### config.mk
export PLATFORM = sky130hd
export DESIGN_NAME = audio_sample_rate_converter
export DESIGN_NICKNAME = d
export VERILOG_FILES = /design/src/rtl/asrc_pkg.sv /design/src/rtl/asrc_cfg.sv /design/src/rtl/asrc_ctrl.sv /design/src/rtl/asrc_dp.sv /design/src/rtl/audio_sample_rate_converter.sv
export SDC_FILE = /design/constraint.sdc
export NUM_CORES = 1
export LEC_CHECK = 0
export BUFFER_PORTS_ARGS = -buffer_cell sky130_fd_sc_hd__buf_2
export CORE_MARGIN = 1.5
export CORE_UTILIZATION = 25
export CTS_CLUSTER_DIAMETER = 50
export DETAILED_ROUTE_END_ITERATION = 10
export SYNTH_ARGS = -nofsm -noshare
export SYNTH_HDL_FRONTEND = slang
export SYNTH_SLANG_ARGS = --single-unit
### constraint.sdc
create_clock -name clk_i -period 3.1 [get_ports clk_i]
set_clock_uncertainty 0.1 [all_clocks]
set_input_delay 0.155 -clock clk_i [delete_from_list [all_inputs] [get_ports clk_i]]
set_output_delay 0.155 -clock clk_i [all_outputs]
set_load 0.02 [all_outputs]
### src/rtl/asrc_pkg.sv
`default_nettype none
// ----------------------------------------------------------------------------
// asrc_pkg
// Types and constants shared by the sample rate converter modules.
// ----------------------------------------------------------------------------
package asrc_pkg;

  localparam int unsigned PHASE_W     = 32;
  localparam int unsigned STEP_W      = 13;
  localparam int unsigned OUT_COUNT_W = 24;
  localparam int unsigned CFG_DATA_W  = 24;
  localparam int unsigned CFG_IDX_W   = 2;
  localparam int unsigned SAMPLE_W    = 16;
  localparam int unsigned MAX_RESULTS = 64;
  localparam int unsigned RES_CNT_W   = 7;

  localparam logic [STEP_W-1:0]      STEP_RESET  = 13'd256;
  localparam logic [RES_CNT_W-1:0]   RES_CNT_MAX = 7'd64;
  localparam logic [7:0]             NARROW_BIAS = 8'h80;

  localparam logic [CFG_IDX_W-1:0] REG_STEP_FRAC   = 2'd0;
  localparam logic [CFG_IDX_W-1:0] REG_IN_IS_WIDE  = 2'd1;
  localparam logic [CFG_IDX_W-1:0] REG_OUT_IS_WIDE = 2'd2;
  localparam logic [CFG_IDX_W-1:0] REG_OUT_COUNT   = 2'd3;

  typedef struct packed {
    logic [SAMPLE_W-1:0] sample_raw;
    logic                first_sample;
  } in_item_t;

  typedef struct packed {
    logic signed [SAMPLE_W-1:0] out_sample;
    logic                       last_out;
  } out_item_t;

  typedef struct packed {
    logic [STEP_W-1:0]      step_frac;
    logic                   in_is_wide;
    logic                   out_is_wide;
    logic [OUT_COUNT_W-1:0] out_count;
  } cfg_t;

  typedef struct packed {
    logic load;
    logic emit;
    logic finish;
  } dp_cmd_t;

  typedef struct packed {
    logic more;
    logic out_free;
  } dp_status_t;

endpackage : asrc_pkg
`default_nettype wire

### src/rtl/asrc_cfg.sv
`default_nettype none
// ----------------------------------------------------------------------------
// asrc_cfg
// Configuration register file, written through a plain write port.
// ----------------------------------------------------------------------------
module asrc_cfg
  import asrc_pkg::*;
(
  input  wire                  clk_i,
  input  wire                  rst_ni,
  input  wire                  cfg_we_i,
  input  wire [CFG_IDX_W-1:0]  cfg_idx_i,
  input  wire [CFG_DATA_W-1:0] cfg_data_i,
  output cfg_t                 cfg_o
);

  cfg_t cfg_q, cfg_d;

  always_comb begin
    cfg_d = cfg_q;
    if (cfg_we_i) begin
      unique case (cfg_idx_i)
        REG_STEP_FRAC:   cfg_d.step_frac   = cfg_data_i[STEP_W-1:0];
        REG_IN_IS_WIDE:  cfg_d.in_is_wide  = cfg_data_i[0];
        REG_OUT_IS_WIDE: cfg_d.out_is_wide = cfg_data_i[0];
        REG_OUT_COUNT:   cfg_d.out_count   = cfg_data_i[OUT_COUNT_W-1:0];
        default:         cfg_d = cfg_q;
      endcase
    end
  end

  always_ff @(posedge clk_i or negedge rst_ni) begin
    if (!rst_ni) begin
      cfg_q.step_frac   <= STEP_RESET;
      cfg_q.in_is_wide  <= 1'b1;
      cfg_q.out_is_wide <= 1'b1;
      cfg_q.out_count   <= '0;
    end else begin
      cfg_q <= cfg_d;
    end
  end

  assign cfg_o = cfg_q;

endmodule : asrc_cfg
`default_nettype wire

### src/rtl/asrc_ctrl.sv
`default_nettype none
// ----------------------------------------------------------------------------
// asrc_ctrl
// Controller: takes one input beat, then issues one output per cycle while
// the datapath has more outputs for this sample and the output is free.
// ----------------------------------------------------------------------------
module asrc_ctrl
  import asrc_pkg::*;
(
  input  wire        clk_i,
  input  wire        rst_ni,
  input  wire        in_valid_i,
  output logic       in_ready_o,
  input  dp_status_t status_i,
  output dp_cmd_t    cmd_o
);

  localparam logic ST_IDLE = 1'b0;
  localparam logic ST_RUN  = 1'b1;

  logic state_q, state_d;

  always_comb begin
    state_d    = state_q;
    cmd_o      = '0;
    in_ready_o = 1'b0;
    unique case (state_q)
      ST_IDLE: begin
        in_ready_o = 1'b1;
        if (in_valid_i) begin
          cmd_o.load = 1'b1;
          state_d    = ST_RUN;
        end
      end
      ST_RUN: begin
        if (status_i.more) begin
          cmd_o.emit = status_i.out_free;
        end else begin
          cmd_o.finish = 1'b1;
          state_d      = ST_IDLE;
        end
      end
      default: state_d = ST_IDLE;
    endcase
  end

  always_ff @(posedge clk_i or negedge rst_ni) begin
    if (!rst_ni) begin
      state_q <= ST_IDLE;
    end else begin
      state_q <= state_d;
    end
  end

endmodule : asrc_ctrl
`default_nettype wire

### src/rtl/asrc_dp.sv
`default_nettype none
// ----------------------------------------------------------------------------
// asrc_dp
// Datapath: phase accumulator, input and output indexes, sample format
// conversion and the output register.
// ----------------------------------------------------------------------------
module asrc_dp
  import asrc_pkg::*;
#(
  parameter int unsigned FRAC_BITS  = 8,
  parameter int unsigned COUNT_BITS = 24
) (
  input  wire        clk_i,
  input  wire        rst_ni,
  input  cfg_t       cfg_i,
  input  in_item_t   in_data_i,
  input  dp_cmd_t    cmd_i,
  output dp_status_t status_o,
  output logic       out_valid_o,
  input  wire        out_ready_i,
  output out_item_t  out_data_o
);

  localparam int unsigned SRC_W =
    (COUNT_BITS < PHASE_W - FRAC_BITS) ? COUNT_BITS : PHASE_W - FRAC_BITS;
  localparam int unsigned LAST_W =
    ((COUNT_BITS > OUT_COUNT_W) ? COUNT_BITS : OUT_COUNT_W) + 1;

  logic [PHASE_W-1:0]    phase_q;
  logic [COUNT_BITS-1:0] in_idx_q;
  logic [COUNT_BITS-1:0] out_idx_q;
  logic [RES_CNT_W-1:0]  res_cnt_q;
  logic [SAMPLE_W-1:0]   smp_q;
  logic [SAMPLE_W-1:0]   smp_d;
  logic [SAMPLE_W-1:0]   src_bits;
  out_item_t             out_q;
  logic                  out_valid_q;

  logic [SRC_W-1:0]      src_idx;
  logic [LAST_W-1:0]     out_idx_x;
  logic [LAST_W-1:0]     out_cnt_x;
  logic                  is_last;

  always_comb begin
    if (cfg_i.in_is_wide) begin
      src_bits = in_data_i.sample_raw;
    end else begin
      src_bits = {in_data_i.sample_raw[7:0] ^ NARROW_BIAS, 8'h00};
    end
    if (cfg_i.out_is_wide) begin
      smp_d = src_bits;
    end else begin
      smp_d = {{8{src_bits[15]}}, src_bits[15:8]};
    end
  end

  assign src_idx   = phase_q[FRAC_BITS +: SRC_W];
  assign out_idx_x = LAST_W'(out_idx_q);
  assign out_cnt_x = LAST_W'(cfg_i.out_count);
  assign is_last   = (out_idx_x + LAST_W'(1)) == out_cnt_x;

  assign status_o.more = (res_cnt_q != RES_CNT_MAX) && (out_idx_x < out_cnt_x) &&
                         (COUNT_BITS'(src_idx) <= in_idx_q);
  assign status_o.out_free = !out_valid_q || out_ready_i;

  always_ff @(posedge clk_i or negedge rst_ni) begin
    if (!rst_ni) begin
      phase_q     <= '0;
      in_idx_q    <= '0;
      out_idx_q   <= '0;
      res_cnt_q   <= '0;
      out_valid_q <= 1'b0;
    end else begin
      if (cmd_i.load) begin
        res_cnt_q <= '0;
        if (in_data_i.first_sample) begin
          phase_q   <= '0;
          in_idx_q  <= '0;
          out_idx_q <= '0;
        end
      end
      if (cmd_i.emit) begin
        phase_q     <= phase_q + PHASE_W'(cfg_i.step_frac);
        out_idx_q   <= out_idx_q + COUNT_BITS'(1);
        res_cnt_q   <= res_cnt_q + RES_CNT_W'(1);
        out_valid_q <= 1'b1;
      end else if (out_ready_i) begin
        out_valid_q <= 1'b0;
      end
      if (cmd_i.finish) begin
        in_idx_q <= in_idx_q + COUNT_BITS'(1);
      end
    end
  end

  always_ff @(posedge clk_i) begin
    if (cmd_i.load) begin
      smp_q <= smp_d;
    end
    if (cmd_i.emit) begin
      out_q.out_sample <= smp_q;
      out_q.last_out   <= is_last;
    end
  end

  assign out_valid_o = out_valid_q;
  assign out_data_o  = out_q;

endmodule : asrc_dp
`default_nettype wire

### src/rtl/audio_sample_rate_converter.sv
`default_nettype none
// ----------------------------------------------------------------------------
// audio_sample_rate_converter
// Nearest-neighbor sample rate converter for one mono sound.
// ----------------------------------------------------------------------------
// Each accepted input beat produces n output beats, n from 0 to 64: the
// controller takes the beat, then emits outputs while the phase
// accumulator's integer part does not pass the input index and the output
// count is not reached, then steps the input index. Output beats leave
// through a single output register; back-pressure on the output holds a
// further output of the same input while the register holds a beat.
// Configuration is to be written through the plain write port only while
// the converter is idle, which the block itself does not enforce; so
// written, it takes effect on the next input beat.
// ----------------------------------------------------------------------------
module audio_sample_rate_converter
  import asrc_pkg::*;
#(
  parameter int unsigned FRAC_BITS  = 8,
  parameter int unsigned COUNT_BITS = 24
) (
  input  wire                  clk_i,
  input  wire                  rst_ni,
  input  wire                  in_valid_i,
  output logic                 in_ready_o,
  input  in_item_t             in_data_i,
  output logic                 out_valid_o,
  input  wire                  out_ready_i,
  output out_item_t            out_data_o,
  input  wire                  cfg_we_i,
  input  wire [CFG_IDX_W-1:0]  cfg_idx_i,
  input  wire [CFG_DATA_W-1:0] cfg_data_i
);

  cfg_t       cfg;
  dp_cmd_t    cmd;
  dp_status_t status;

  asrc_cfg u_cfg (
    .clk_i      (clk_i),
    .rst_ni     (rst_ni),
    .cfg_we_i   (cfg_we_i),
    .cfg_idx_i  (cfg_idx_i),
    .cfg_data_i (cfg_data_i),
    .cfg_o      (cfg)
  );

  asrc_ctrl u_ctrl (
    .clk_i      (clk_i),
    .rst_ni     (rst_ni),
    .in_valid_i (in_valid_i),
    .in_ready_o (in_ready_o),
    .status_i   (status),
    .cmd_o      (cmd)
  );

  asrc_dp #(
    .FRAC_BITS  (FRAC_BITS),
    .COUNT_BITS (COUNT_BITS)
  ) u_dp (
    .clk_i       (clk_i),
    .rst_ni      (rst_ni),
    .cfg_i       (cfg),
    .in_data_i   (in_data_i),
    .cmd_i       (cmd),
    .status_o    (status),
    .out_valid_o (out_valid_o),
    .out_ready_i (out_ready_i),
    .out_data_o  (out_data_o)
  );

endmodule : audio_sample_rate_converter
`default_nettype wire
==> results.py <==
metrics = {
    "critical_path": {
        "rr_startpoint": "u_dp.out_idx_q[23]$_DFFE_PN0P_",
        "worst_setup_path_startpoint": "u_dp.out_idx_q[23]$_DFFE_PN0P_",
        "cp_max_fo": 20,
        "endpoint_kind": "flip-flop",
        "start_kind": "flip-flop",
        "worst-r2r-cell-count": 11,
        "worst_ep_arrival_time_ps": 3190,
        "crit_type": "reg2reg",
        "critical_path_required_ps": 3320,
    },
    "yosys": {
        "ys.flop_type": "dfrtp_1",
        "synthTopCellsByArea": "dfrtp_1 (32%), edfxtp_1 (10%), ha_1 (8.4%)",
        "synth-edff-count": 33,
        "avgSynthCellArea_um2": 9.73,
        "syn_area_um2": 9680,
        "synth_nets": 1109,
        "synth_top_area_cell": "dfrtp_1",
        "synth_top_area_share_pct": 32.3,
        "syn_inst": 995,
        "ys_seq_elements": 161,
        "synth_fa_ha_area_share_pct": 8.61,
        "synth_cell_types": 66,
        "yosys.area_share.simple_pct": 18.5,
        "async_flop_share_pct": 79.5,
        "yosys_warnings": 0,
        "synthXorXnorAreaFrac_pct": 3.71,
        "synth_mux_area_share_pct": 8.03,
        "synth_compound_area_share_pct": 13.3,
        "ys_seq_area_share_pct": 43.4,
        "synth_top_family_by_area": "simple AND/OR/NAND/NOR gates",
    },
    "power_and_ir_drop": {
        "power.density_nw_per_um2": 790,
        "p_leak_uw": 0.00515,
        "p_total_uw": 9360,
        "max-vdd-ir-drop_mv": 0.572,
    },
    "outcome": {
        "outcome": "completed",
    },
    "min_path": {
        "hp-class": "in2reg",
        "hold_depth": 3,
        "min_from": "in_data_i[8]",
    },
    "cells_and_area": {
        "syn2layout_area_growth_pct": 22.3,
        "finalNetCount": 1232,
        "drive_gt1_share_pct": 18.0,
        "diodes": 0,
    },
    "sta": {
        "fin_crit_sh_pct": 95.9,
        "hold_violations": 0,
        "tightest_slew_ps": 896,
        "hold_ws_ps": 29.6,
        "slew-limit-headroom_pct": 40.2,
        "setup_viol": 0,
        "setup_tns_ps": 0,
        "fin_ws_ps": 127,
        "final_max_slew_viol_count": 0,
        "period_minus_slack_ps": 2970,
        "timing.fmax_mhz": 336,
    },
    "cts": {
        "cts_tree": "done",
        "clkSlewWorstSetupHoldPaths_ps": 70,
        "cts_buffers": 17,
        "clkLatencyLatePin_ps": 440,
        "clkSinkCount": 161,
        "clockRootBuffer": "clkbuf_16",
        "ctsLongestPathBuffers": 2,
        "cts.htree.levels": 4,
    },
    "drt": {
        "drt_iter0_markers": 576,
        "route.vias.total": 7867,
        "drcViolationCount": 0,
        "drt_first_pass_iters": 5,
        "vias_per_cell": 4.79,
        "wirelength_um": 24000,
        "routedWlPerCell_um": 14.6,
        "detail-route-antenna-nets": 0,
    },
    "floorplan": {
        "die_h_um": 200,
        "num_io_pins": 67,
        "die_w_um": 200,
        "rows": 71,
        "core_um2": 37900,
        "initial_core_util_pct": 25.5,
        "dieArea_um2": 39900,
    },
    "global_routing": {
        "grt_pass1_vias": 7678,
        "antenna_found_initial": 0,
        "gr-usage-all-layers_pct": 12.2,
        "grt_pass1_wl_um": 38600,
        "grt_max_degree": 93,
        "grt_overflow": 0,
    },
    "placed_design": {
        "post-dp-hpwl_um": 17100,
        "io_buffers": 66,
        "pre_cts_ws_ps": -34.2,
        "gp_routability_congestion": 0.799,
    },
    "flow_run": {
        "cap_violations": 0,
    },
}
through the flow:
stage          utilization, %  cell area, um2  instances
2_1_floorplan               -            9680        995
3_3_place_gp             28.6           10800       1573
3_5_place_dp             28.6           10800       1573
4_1_cts                  31.0           11800       1640
5_1_grt                  31.2           11800       1642
6_report                 31.2           11800       1642
path summary, 6_finish.rpt:
check | end | slack (ps)
min in group asynchronous | u_dp.in_idx_q[0]$_DFFE_PN0P_ | 270
hold reg to reg | u_dp.out_data_o[14]$_DFFE_PP_ | 320
hold / removal | u_dp.smp_q[7]$_DFFE_PP_ | 30
setup reg to reg | u_dp.phase_q[25]$_DFFE_PN0P_ | 130
setup / recovery | u_dp.phase_q[25]$_DFFE_PN0P_ | 130
max in group asynchronous | u_dp.out_idx_q[11]$_DFFE_PN0P_ | 1790
cell type report:
class                      instances  area (um2)
clock inverter                    12         123
clock buffer                      20         457
inverter                          73         277
timing repair buffer             142        1060
multi-input combinational        723        5090
sequential                       161        4200
tap                              511         639
fill                            3901       26100
state kept, by name (all words and copies together) (netlist names):
register and cells:
u_dp.out_valid_o 1, u_dp.in_idx_q 24, u_dp.out_idx_q 24, u_dp.res_cnt_q 7
u_dp.phase_q 32, u_ctrl.state_q 1, u_cfg.cfg_o 39, u_dp.out_data_o 17
u_dp.smp_q 16
placed cells by master (no fill, tap or decap), types with 27 or more instances in the layout:
master	n
mux2i_1	27
buf_4	35
nand3_1	80
edfxtp_1	33
buf_2	65
a21oi_1	61
ha_1	65
mux2_2	45
nor2_1	31
nand2_1	81
o21ai_0	46
inv_1	72
dfrtp_1	125
dlygate4sd3_1	35
cells by family (layout without fill, tap and decap cells):
family	Yosys count	after routing
DFF	161	161
buffers and inverters	111	247
adders and majority gates	66	66
AOI/OAI and AO/OA	204	204
and+or+nand+nor	340	340
muxes	72	72
xor gates and xnor gates	41	41
worst max-delay path, stage by stage, from the launching register on:
cell	delay [ps]
dfrtp_1	460
ha_1	330
nand4_1	160
nor4_2	400
o21ai_0	200
a21oi_2	250
nor3_4	80
nand2_2	130
inv_4	70
buf_4	210
and3_1	180
a211o_1	260
synthesized netlist by cell type, types with 3 or more instances:
cell and number:
a31oi_1 6, mux2i_1 27, a21boi_0 4, nand2b_1 4
o31ai_1 11, nor2b_1 7, buf_1 4, a21o_1 17
or4_1 5, edfxtp_1 33, o21ai_0 46, ha_1 65
nand4_1 25, and3_1 16, nor3b_1 8, clkbuf_1 22
or3_1 22, nor3_1 22, o21bai_1 5, dfrtp_1 125
nand3_1 80, xor2_1 19, nor4_1 11, a211o_1 3
nand2_1 81, a22o_1 7, xnor2_1 22, inv_1 72
a21oi_1 63, nor2_1 31, o211ai_1 15, and2_1 6
a211oi_1 7, buf_2 11, dfstp_2 3, mux2_2 45
and4_1 7
where the power goes:
part           internal [uW]  switching, uW  total, uW
Combinational           1640           2580       4220
Sequential              2710            335       3050
Clock                   1170            922       2090
repair_timing:
action	CTS	global route
gates resized for setup	1	10
endpoints found under the setup margin	6	37
hold endpoints to repair	135	0
buffers inserted	0	1
hold buffers	35	0
gates cloned	0	1
pin swaps	0	0
routing by layer:
metal	wire length, um	global-route usage (%)
met5	0	0
met1	10900	15.1
met2	12100	21.4
met3	521	2.10
met4	442	4.04
No activity file was read; power rests on OpenSTA's default activity.
